==> src/rtl/nep_pkg.sv <==
// Shared types, codes, constants, helper functions and the step program for the projection unit.
`default_nettype none

package nep_pkg;

  typedef enum logic [2:0] {
    OP_MUL,
    OP_ADD,
    OP_SUB,
    OP_DIV,
    OP_MD,   // multiply in forward mode, divide in inverse mode
    OP_END
  } op_e;

  typedef struct packed {
    op_e        op;
    logic [3:0] dst;
    logic [5:0] sa;
    logic [5:0] sb;
  } step_t;

  typedef struct packed {
    logic start;
    op_e  op;
  } exec_req_t;

  typedef enum logic [2:0] {
    SQ_IDLE,
    SQ_FETCH,
    SQ_ISSUE,
    SQ_WAIT,
    SQ_DISPATCH,
    SQ_OUT
  } seq_state_e;

  typedef enum logic [2:0] {
    SEG_FWD,
    SEG_INV,
    SEG_ITER,
    SEG_XPOLY,
    SEG_YB
  } seg_e;

  typedef enum logic [1:0] {
    DV_IDLE,
    DV_PREP,
    DV_RUN
  } div_state_e;

  localparam int PC_W = 6;

  // configuration register indexes
  localparam logic CFG_ITER_LIMIT = 1'b0;
  localparam logic CFG_STEP_TOL   = 1'b1;

  // scratch registers (also usable as operand codes)
  localparam logic [5:0] R_YC  = 6'd0;
  localparam logic [5:0] R_P2  = 6'd1;
  localparam logic [5:0] R_P4  = 6'd2;
  localparam logic [5:0] R_P6  = 6'd3;
  localparam logic [5:0] R_P8  = 6'd4;
  localparam logic [5:0] R_P12 = 6'd5;
  localparam logic [5:0] R_S   = 6'd6;
  localparam logic [5:0] R_T   = 6'd7;
  localparam logic [5:0] R_F   = 6'd8;
  localparam logic [5:0] R_FD  = 6'd9;
  localparam logic [5:0] R_ST  = 6'd10;
  localparam logic [5:0] D_R1  = 6'd14;
  localparam logic [5:0] D_R2  = 6'd15;

  // fixed operand sources
  localparam logic [5:0] SRC_C1   = 6'd16;
  localparam logic [5:0] SRC_C2   = 6'd17;
  localparam logic [5:0] SRC_Y    = 6'd18;
  localparam logic [5:0] SRC_ZERO = 6'd19;
  localparam logic [5:0] SRC_A0   = 6'd20;
  localparam logic [5:0] SRC_A1   = 6'd21;
  localparam logic [5:0] SRC_A2   = 6'd22;
  localparam logic [5:0] SRC_A3   = 6'd23;
  localparam logic [5:0] SRC_A4   = 6'd24;
  localparam logic [5:0] SRC_A5   = 6'd25;
  localparam logic [5:0] SRC_B0   = 6'd26;
  localparam logic [5:0] SRC_B1   = 6'd27;
  localparam logic [5:0] SRC_B2   = 6'd28;
  localparam logic [5:0] SRC_B3   = 6'd29;
  localparam logic [5:0] SRC_K1   = 6'd30;
  localparam logic [5:0] SRC_K2   = 6'd31;
  localparam logic [5:0] SRC_K3   = 6'd32;

  // program entry points
  localparam logic [PC_W-1:0] L_FWD   = 6'd0;
  localparam logic [PC_W-1:0] L_INV   = 6'd2;
  localparam logic [PC_W-1:0] L_XPOLY = 6'd4;
  localparam logic [PC_W-1:0] L_YB    = 6'd20;
  localparam logic [PC_W-1:0] L_ITER  = 6'd29;

  // polynomial coefficients in Q24.40
  localparam logic signed [63:0] K40_A0   =  64'sd931495255936;
  localparam logic signed [63:0] K40_A1   = -64'sd143629203936;
  localparam logic signed [63:0] K40_A2   = -64'sd49642949994;
  localparam logic signed [63:0] K40_A3   =  64'sd60407168830;
  localparam logic signed [63:0] K40_A4   = -64'sd25574640462;
  localparam logic signed [63:0] K40_A5   =  64'sd3639383488;
  localparam logic signed [63:0] K40_B0   =  64'sd1112518850333;
  localparam logic signed [63:0] K40_B1   = -64'sd28862180229;
  localparam logic signed [63:0] K40_B2   =  64'sd21176593951;
  localparam logic signed [63:0] K40_B3   = -64'sd4354066046;
  localparam logic signed [63:0] K40_C1   = -64'sd259759622062;
  localparam logic signed [63:0] K40_C2   =  64'sd232942533461;
  localparam logic signed [63:0] K40_C3   = -64'sd56602858598;
  localparam logic signed [63:0] K40_MAXY =  64'sd1565956531663;

  function automatic logic [63:0] mag(input logic signed [63:0] a);
    logic [63:0] r;
    r = a[63] ? (64'd0 - a) : a;
    return r;
  endfunction

  function automatic logic signed [63:0] from_mag(input logic neg, input logic [63:0] m);
    logic signed [63:0] r;
    if (neg) begin
      r = m[63] ? 64'sh8000_0000_0000_0000 : (64'sd0 - $signed(m));
    end else begin
      r = m[63] ? 64'sh7FFF_FFFF_FFFF_FFFF : $signed(m);
    end
    return r;
  endfunction

  function automatic logic signed [63:0] cst(input logic signed [63:0] c40, input int frac);
    int          s;
    logic [63:0] m;
    s = 40 - frac;
    if (s == 0) begin
      return c40;
    end
    m = (mag(c40) + (64'd1 << (s - 1))) >> s;
    return from_mag(c40[63], m);
  endfunction

  function automatic logic [31:0] sat32(input logic signed [63:0] v);
    logic [31:0] r;
    if (v > 64'sd2147483647) begin
      r = 32'h7FFF_FFFF;
    end else if (v < -64'sd2147483648) begin
      r = 32'h8000_0000;
    end else begin
      r = v[31:0];
    end
    return r;
  endfunction

  function automatic step_t mk(input op_e op, input logic [5:0] dst,
                               input logic [5:0] sa, input logic [5:0] sb);
    step_t s;
    s.op  = op;
    s.dst = dst[3:0];
    s.sa  = sa;
    s.sb  = sb;
    return s;
  endfunction

  function automatic step_t prog(input logic [PC_W-1:0] pc);
    step_t s;
    case (pc)
      // forward entry: working latitude is the input latitude
      6'd0:  s = mk(OP_ADD, R_YC, SRC_C2, SRC_ZERO);
      6'd1:  s = mk(OP_END, R_YC, SRC_ZERO, SRC_ZERO);
      // inverse entry: start from the clamped y
      6'd2:  s = mk(OP_ADD, R_YC, SRC_Y, SRC_ZERO);
      6'd3:  s = mk(OP_END, R_YC, SRC_ZERO, SRC_ZERO);
      // x polynomial at YC, then first result
      6'd4:  s = mk(OP_MUL, R_P2, R_YC, R_YC);
      6'd5:  s = mk(OP_MUL, R_P4, R_P2, R_P2);
      6'd6:  s = mk(OP_MUL, R_P6, R_P2, R_P4);
      6'd7:  s = mk(OP_MUL, R_P12, R_P6, R_P6);
      6'd8:  s = mk(OP_MUL, R_S, SRC_A3, R_P2);
      6'd9:  s = mk(OP_ADD, R_S, SRC_A2, R_S);
      6'd10: s = mk(OP_MUL, R_T, SRC_A4, R_P4);
      6'd11: s = mk(OP_ADD, R_S, R_S, R_T);
      6'd12: s = mk(OP_MUL, R_T, SRC_A5, R_P6);
      6'd13: s = mk(OP_ADD, R_S, R_S, R_T);
      6'd14: s = mk(OP_MUL, R_T, R_P12, R_S);
      6'd15: s = mk(OP_MUL, R_S, SRC_A1, R_P2);
      6'd16: s = mk(OP_ADD, R_S, SRC_A0, R_S);
      6'd17: s = mk(OP_ADD, R_S, R_S, R_T);
      6'd18: s = mk(OP_MD, D_R1, SRC_C1, R_S);
      6'd19: s = mk(OP_END, R_YC, SRC_ZERO, SRC_ZERO);
      // forward y polynomial, reuses P2 and P4
      6'd20: s = mk(OP_MUL, R_P8, R_P4, R_P4);
      6'd21: s = mk(OP_MUL, R_S, SRC_B2, R_P2);
      6'd22: s = mk(OP_ADD, R_S, SRC_B1, R_S);
      6'd23: s = mk(OP_MUL, R_T, SRC_B3, R_P4);
      6'd24: s = mk(OP_ADD, R_S, R_S, R_T);
      6'd25: s = mk(OP_MUL, R_T, R_P8, R_S);
      6'd26: s = mk(OP_ADD, R_S, SRC_B0, R_T);
      6'd27: s = mk(OP_MUL, D_R2, R_YC, R_S);
      6'd28: s = mk(OP_END, R_YC, SRC_ZERO, SRC_ZERO);
      // one Newton step
      6'd29: s = mk(OP_MUL, R_P2, R_YC, R_YC);
      6'd30: s = mk(OP_MUL, R_P4, R_P2, R_P2);
      6'd31: s = mk(OP_MUL, R_P8, R_P4, R_P4);
      6'd32: s = mk(OP_MUL, R_S, SRC_B2, R_P2);
      6'd33: s = mk(OP_ADD, R_S, SRC_B1, R_S);
      6'd34: s = mk(OP_MUL, R_T, SRC_B3, R_P4);
      6'd35: s = mk(OP_ADD, R_S, R_S, R_T);
      6'd36: s = mk(OP_MUL, R_T, R_P8, R_S);
      6'd37: s = mk(OP_ADD, R_S, SRC_B0, R_T);
      6'd38: s = mk(OP_MUL, R_T, R_YC, R_S);
      6'd39: s = mk(OP_SUB, R_F, R_T, SRC_Y);
      6'd40: s = mk(OP_MUL, R_S, SRC_K2, R_P2);
      6'd41: s = mk(OP_ADD, R_S, SRC_K1, R_S);
      6'd42: s = mk(OP_MUL, R_T, SRC_K3, R_P4);
      6'd43: s = mk(OP_ADD, R_S, R_S, R_T);
      6'd44: s = mk(OP_MUL, R_T, R_P8, R_S);
      6'd45: s = mk(OP_ADD, R_FD, SRC_B0, R_T);
      6'd46: s = mk(OP_DIV, R_ST, R_F, R_FD);
      6'd47: s = mk(OP_SUB, R_YC, R_YC, R_ST);
      default: s = mk(OP_END, R_YC, SRC_ZERO, SRC_ZERO);
    endcase
    return s;
  endfunction

endpackage

`default_nettype wire

==> src/rtl/nep_mul.sv <==
// Multi-cycle rounded, saturating fixed-point multiplier on one 32x32 multiplier.
`default_nettype none

module nep_mul #(
  parameter int FRAC_BITS = 28
) (
  input  wire logic               clk_i,
  input  wire logic               rst_ni,
  input  wire logic               start_i,
  input  wire logic signed [63:0] a_i,
  input  wire logic signed [63:0] b_i,
  output logic                    done_o,
  output logic signed [63:0]      y_o
);
  import nep_pkg::*;

  localparam logic [128:0] RND = 129'd1 << (FRAC_BITS - 1);

  logic               busy_q;
  logic [2:0]         cnt_q;
  logic               done_q;
  logic [63:0]        ma_q, mb_q;
  logic               neg_q;
  logic [127:0]       acc_q;
  logic signed [63:0] y_q;

  logic [31:0]  pa, pb;
  logic [63:0]  pp;
  logic [127:0] pp_sh;
  logic [128:0] full;
  logic [63:0]  res;

  // partial product k: a half k[1] times b half k[0]
  always_comb begin
    pa = cnt_q[1] ? ma_q[63:32] : ma_q[31:0];
    pb = cnt_q[0] ? mb_q[63:32] : mb_q[31:0];
    pp = {32'd0, pa} * {32'd0, pb};
    case ({1'b0, cnt_q[1]} + {1'b0, cnt_q[0]})
      2'd0:    pp_sh = {64'd0, pp};
      2'd1:    pp_sh = {32'd0, pp, 32'd0};
      2'd2:    pp_sh = {pp, 64'd0};
      default: pp_sh = '0;
    endcase
    full = {1'b0, acc_q} + RND;
    res  = (|full[128:64+FRAC_BITS]) ? '1 : full[63+FRAC_BITS:FRAC_BITS];
  end

  always_ff @(posedge clk_i or negedge rst_ni) begin
    if (!rst_ni) begin
      busy_q <= 1'b0;
      cnt_q  <= '0;
      done_q <= 1'b0;
    end else begin
      done_q <= 1'b0;
      if (start_i) begin
        busy_q <= 1'b1;
        cnt_q  <= '0;
      end else if (busy_q) begin
        if (cnt_q == 3'd4) begin
          busy_q <= 1'b0;
          done_q <= 1'b1;
        end else begin
          cnt_q <= cnt_q + 3'd1;
        end
      end
    end
  end

  always_ff @(posedge clk_i) begin
    if (start_i) begin
      ma_q  <= mag(a_i);
      mb_q  <= mag(b_i);
      neg_q <= a_i[63] ^ b_i[63];
      acc_q <= '0;
    end else if (busy_q) begin
      if (cnt_q == 3'd4) begin
        y_q <= from_mag(neg_q, res);
      end else begin
        acc_q <= acc_q + pp_sh;
      end
    end
  end

  assign done_o = done_q;
  assign y_o    = y_q;

endmodule

`default_nettype wire

==> src/rtl/nep_div.sv <==
// Bit-serial rounded, saturating fixed-point divider, one quotient bit per cycle.
`default_nettype none

module nep_div #(
  parameter int FRAC_BITS = 28
) (
  input  wire logic               clk_i,
  input  wire logic               rst_ni,
  input  wire logic               start_i,
  input  wire logic signed [63:0] a_i,
  input  wire logic signed [63:0] b_i,
  output logic                    done_o,
  output logic signed [63:0]      y_o
);
  import nep_pkg::*;

  div_state_e         state_q;
  logic [5:0]         cnt_q;
  logic               done_q;
  logic [63:0]        ma_q, mb_q, q_q;
  logic               neg_q, aneg_q;
  logic [127:0]       n_q;
  logic signed [63:0] y_q;

  logic [127:0] num;
  logic [64:0]  t;
  logic         ge;
  logic [64:0]  t_sub;
  logic [63:0]  q_nx;

  always_comb begin
    // numerator scaled by 2^F plus half the divisor for rounding
    num   = ({64'd0, ma_q} << FRAC_BITS) + {65'd0, mb_q[63:1]};
    t     = n_q[127:63];
    ge    = t >= {1'b0, mb_q};
    t_sub = t - {1'b0, mb_q};
    q_nx  = {q_q[62:0], ge};
  end

  always_ff @(posedge clk_i or negedge rst_ni) begin
    if (!rst_ni) begin
      state_q <= DV_IDLE;
      cnt_q   <= '0;
      done_q  <= 1'b0;
    end else begin
      done_q <= 1'b0;
      case (state_q)
        DV_IDLE: begin
          if (start_i) begin
            state_q <= DV_PREP;
          end
        end
        DV_PREP: begin
          if (mb_q == '0 || num[127:64] >= mb_q) begin
            state_q <= DV_IDLE;
            done_q  <= 1'b1;
          end else begin
            state_q <= DV_RUN;
            cnt_q   <= '0;
          end
        end
        DV_RUN: begin
          cnt_q <= cnt_q + 6'd1;
          if (cnt_q == 6'd63) begin
            state_q <= DV_IDLE;
            done_q  <= 1'b1;
          end
        end
        default: state_q <= DV_IDLE;
      endcase
    end
  end

  always_ff @(posedge clk_i) begin
    case (state_q)
      DV_IDLE: begin
        if (start_i) begin
          ma_q   <= mag(a_i);
          mb_q   <= mag(b_i);
          neg_q  <= a_i[63] ^ b_i[63];
          aneg_q <= a_i[63];
        end
      end
      DV_PREP: begin
        q_q <= '0;
        n_q <= num;
        if (mb_q == '0) begin
          y_q <= (ma_q == '0) ? 64'sd0 : from_mag(aneg_q, '1);
        end else if (num[127:64] >= mb_q) begin
          y_q <= from_mag(neg_q, '1);
        end
      end
      DV_RUN: begin
        n_q <= {(ge ? t_sub[63:0] : t[63:0]), n_q[62:0], 1'b0};
        q_q <= q_nx;
        if (cnt_q == 6'd63) begin
          y_q <= from_mag(neg_q, q_nx);
        end
      end
      default: ;
    endcase
  end

  assign done_o = done_q;
  assign y_o    = y_q;

endmodule

`default_nettype wire

==> src/rtl/nep_exec.sv <==
// Shared execution unit: saturating add/subtract, multiplier and divider behind one request.
`default_nettype none

module nep_exec #(
  parameter int FRAC_BITS = 28
) (
  input  wire logic                      clk_i,
  input  wire logic                      rst_ni,
  input  wire nep_pkg::exec_req_t        req_i,
  input  wire logic signed [63:0]        a_i,
  input  wire logic signed [63:0]        b_i,
  output logic                           done_o,
  output logic signed [63:0]             y_o
);
  import nep_pkg::*;

  logic               mul_done, div_done;
  logic signed [63:0] mul_y, div_y;
  logic               as_done_q;
  logic signed [63:0] as_y_q;
  logic [64:0]        sum;
  logic signed [63:0] as_y;

  nep_mul #(.FRAC_BITS(FRAC_BITS)) u_mul (
    .clk_i  (clk_i),
    .rst_ni (rst_ni),
    .start_i(req_i.start && req_i.op == OP_MUL),
    .a_i    (a_i),
    .b_i    (b_i),
    .done_o (mul_done),
    .y_o    (mul_y)
  );

  nep_div #(.FRAC_BITS(FRAC_BITS)) u_div (
    .clk_i  (clk_i),
    .rst_ni (rst_ni),
    .start_i(req_i.start && req_i.op == OP_DIV),
    .a_i    (a_i),
    .b_i    (b_i),
    .done_o (div_done),
    .y_o    (div_y)
  );

  always_comb begin
    if (req_i.op == OP_SUB) begin
      sum = {a_i[63], a_i} - {b_i[63], b_i};
    end else begin
      sum = {a_i[63], a_i} + {b_i[63], b_i};
    end
    if (sum[64] != sum[63]) begin
      as_y = sum[64] ? 64'sh8000_0000_0000_0000 : 64'sh7FFF_FFFF_FFFF_FFFF;
    end else begin
      as_y = $signed(sum[63:0]);
    end
  end

  always_ff @(posedge clk_i or negedge rst_ni) begin
    if (!rst_ni) begin
      as_done_q <= 1'b0;
    end else begin
      as_done_q <= req_i.start && (req_i.op == OP_ADD || req_i.op == OP_SUB);
    end
  end

  always_ff @(posedge clk_i) begin
    as_y_q <= as_y;
  end

  assign done_o = mul_done | div_done | as_done_q;
  assign y_o    = mul_done ? mul_y : (div_done ? div_y : as_y_q);

endmodule

`default_nettype wire

==> config.mk <==
export PLATFORM = sky130hd
export DESIGN_NAME = nep_exec
export DESIGN_NICKNAME = d
export VERILOG_FILES = /design/src/rtl/nep_pkg.sv /design/src/rtl/nep_mul.sv /design/src/rtl/nep_div.sv /design/src/rtl/nep_exec.sv
export SDC_FILE = /design/constraint.sdc
export NUM_CORES = 2
export LEC_CHECK = 0
export BUFFER_PORTS_ARGS = -buffer_cell sky130_fd_sc_hd__buf_2
export CORE_MARGIN = 2
export CORE_UTILIZATION = 50
export DETAILED_ROUTE_END_ITERATION = 7
export GPL_TIMING_DRIVEN = 0
export PLACE_DENSITY = 0.66
export SLEW_MARGIN = 20
export SYNTH_ARGS = -nofsm -noshare
export SYNTH_HDL_FRONTEND = slang
export SYNTH_HIERARCHICAL = 1
export SYNTH_SLANG_ARGS = --single-unit
==> constraint.sdc <==
create_clock -name clk_i -period 32 [get_ports clk_i]
set_input_delay 4.8 -clock clk_i [delete_from_list [all_inputs] [get_ports clk_i]]
set_output_delay 4.8 -clock clk_i [all_outputs]
set_load 0.05 [all_outputs]
==> metrics.md <==
| Metric | Value |
|---|---|
| Status | `completed` |
| Post-synth top area share | `19.2%` |
| Top post-synthesis cells by count | `nand2_1, inv_1, nor2_1, fa_1, a21oi_1` |
| Crit. End Element | `flip-flop` |
| Syn Std Cell Area | `93900 sq um` |
| WS Path Type | `reg2reg` |
| Crit-path most repeated cell | `fa_1` |
| Required time of the critical path | `32.72 ns` |
| Number of detailed-route iterations in the first pass | `6` |
| CTS sink count | `785` |
| Global-route wire length before repair | `573 mm` |
| Filler cell count | `17616` |
| Clk_lat worst skew | `0.80 ns` |
| Clk slew on worst S/H paths | `0.06 ns` |
| Initial antenna violation count | `62` |
| # H-tree levels | `3` |
| Worst Path Buf+Inv | `11` |
| Post-synthesis sequential area ratio | `23.0%` |
| Share of layout cells above drive strength 1 | `5.66%` |
| Total die area | `191000 sq um` |
| CTS root buffer | `clkbuf_16` |
| CTS tree | `yes` |
| Max-capacitance violation count | `0` |
| Minimum clock period | `18.80 ns` |
| GPL Wtd Cong | `1.07` |
| Multi-input logic area | `66200 sq um` |
| Layout Nets | `12849` |
| Vias/cell | `6.30` |
| Initial DRC count | `12233` |
| Register bit count reported by yosys | `785` |
| Core area | `187000 sq um` |
| Cts repair resizes | `0` |
| Syn avg cell area | `8.63 sq um` |
| CP Data Arrival Time | `19.52 ns` |
| Routed WL | `399 mm` |
| Post-DP HPWL | `332 mm` |
| Final Hold Violating Endpoints | `0` |
| Fin. max-slew vios | `0` |
| Post-Syn Instances | `10888` |
| Setup TNS | `0 ns` |
| Starting Density | `50.2%` |
| DRC | `0` |
| DIE HEIGHT | `437 microns` |
| Hold_buf cts | `0` |
| Area grow syn2layout | `8.56%` |
| Ports | `199` |
| IO buf count | `198` |
| Fin crit share | `58.8%` |
| DR WL/cell | `28.9 microns` |
| Worst Tran Pin Value | `1.39 ns` |
| Die width | `437 microns` |
| Vias in the first global route | `82706` |
| Largest net degree at the start of global routing | `62` |
| CP delay by family, top | `compound AO/OA/AOI/OAI gates` |
| Slowest stage delay, CP | `1.07 ns` |
| Main flop type after synthesis | `edfxtp_1` |
| Clock skew | `0.0796 ns` |
| Critical path fanouts, max | `10` |
| Top cells by area, synth | `fa_1, edfxtp_1, ha_1, xnor2_1, nand2_1` |
| DRT antenna net count | `0` |
| Synth async-reset ratio | `1.91%` |
| Cell taking the most area after synthesis | `fa_1` |
| Fmax | `53.2 MHz` |
| Unrepaired setup endpoints after global routing | `false` |
| GRT overflow | `0` |
| Postcts setup bufs | `0` |
| Synth Net Count | `12520` |
| Tightest Hold Check Type | `reg2reg` |
| Slew margin rel. | `6.67%` |
| CP startpoint kind | `flip-flop` |
| Yosys warnings | `6` |
| Max Buffers Root-to-Sink | `3` |
| Site Rows | `159` |
| Finish-stage setup viols | `0` |
| Total track usage | `40.9%` |
| Post-synth cell types | `104` |
| Register area | `21600 sq um` |
| Post-synth EDFFs | `578` |
| Routed via count | `87039` |
| Num CTS Buffers | `94` |
| CP max-delay cell | `mux2i_1` |
| Cell with the most instances after synthesis | `nand2_1` |
[final cells by class]
| cell class | instances | share of cell area (%) |
|---|---|---|
| Antenna cell | 31 | 0.0761 |
| Buffer | 546 | 2.11 |
| Clock buffer | 114 | 2.44 |
| Clock inverter | 63 | 0.677 |
| Inverter | 1113 | 4.10 |
| Multi-Input combinational cell | 8444 | 64.9 |
| Sequential cell | 785 | 21.2 |
| Tap cell | 2495 | 3.06 |
| Timing Repair Buffer | 233 | 1.44 |
[state kept, by name, indices dropped and copies added, names as in the netlist, 2 cells and up]
signal,cells
u_div/cnt_q,6
u_div/mb_q,64
u_div/q_q,63
u_div/y_o,64
u_mul/mb_q,64
u_div/state_q,2
u_mul/y_o,64
u_div/n_q,128
u_mul/ma_q,64
u_div/ma_q,64
u_mul/cnt_q,3
u_mul/acc_q,128
as_y_q,64
[cell families (layout without fill, tap and decap cells)]
group | Yosys count | count (layout) | share of synthesized area (%)
buffers and inverters | 1659 | 2069 | 6.73
adders and majority gates | 1504 | 1504 | 27.2
xor gates and xnor gates | 811 | 811 | 7.56
other | 0 | 31 | 0
muxes | 213 | 213 | 2.37
AOI/OAI and AO/OA | 2416 | 2416 | 15.8
DFF | 785 | 785 | 23.0
and+or+nand+nor | 3500 | 3500 | 17.3
[layer usage]
metal	global-route usage, %	vias up	part of all wire [%]
met5	0	-	0.021
met4	16.4	14	4.6
met3	9.95	819	12
met2	59.9	5209	42
met1	58.0	43016	41
li1	-	37981	-
[worst register-to-register path, delay by kind of cell, from the launching register on]
family	cells	cell delay (ns)
simple gates	11	2.68
compound gates	20	5.95
xor+xnor	2	0.51
fa+ha+maj	10	5.01
buf+inv	11	3.12
flops	1	0.42
mux	1	1.07
[cell usage in the layout (no fill, tap or decap), drive strengths merged, types with 79 or more instances in the layout]
cell type | Yosys | routed
nor3 | 172 | 172
clkbuf | 491 | 605
nand3 | 212 | 212
mux2i | 139 | 139
fa | 900 | 900
inv | 1112 | 1119
ha | 598 | 598
o21ai | 647 | 647
a21oi | 807 | 807
xnor2 | 587 | 587
a21o | 239 | 239
and3 | 93 | 93
o31ai | 136 | 136
nand2 | 1164 | 1164
xor2 | 224 | 224
nor4 | 94 | 94
and2 | 168 | 168
nand2b | 79 | 79
or3 | 103 | 103
buf | 55 | 288
nand4 | 157 | 157
edfxtp | 578 | 578
dfxtp | 192 | 192
nor2 | 1034 | 1034
[path summary, 6_finish.rpt]
| kind | from | end | slack, ns | cells after the start |
|---|---|---|---|---|
| worst max-delay path | u_mul/cnt_q[1] | u_mul/acc_q[126] | 13.20 | 55 |
| worst min-delay path | u_mul/acc_q[8] | u_mul/acc_q[8] | 0.47 | 2 |
| worst max register to register | u_mul/cnt_q[1] | u_mul/acc_q[126] | 13.20 | 55 |
| worst min register to register | u_mul/acc_q[8] | u_mul/acc_q[8] | 0.47 | 2 |
| max in group asynchronous | rst_ni | u_mul/cnt_q[0] | 27.62 | 1 |
| min in group asynchronous | rst_ni | u_div/done_o | 4.01 | 1 |
[per-stage QoR]
stage	setup WS, ns	hold WS [ns]	utilization (%)	cell area [sq um]	std cells
after floorplan	15.66	0.432	-	93900	10888
after global placement	8.71	0.446	52.4	98000	13581
after detailed placement	13.80	0.456	52.7	98700	13616
after CTS	13.71	0.474	54.4	102000	13793
after global routing	12.73	0.489	54.5	102000	13814
final	13.20	0.467	54.5	102000	13824
Power is left out: the tool's default activity adds up to more than one toggle a clock period on the data nets, which glitch-free logic cannot reach.
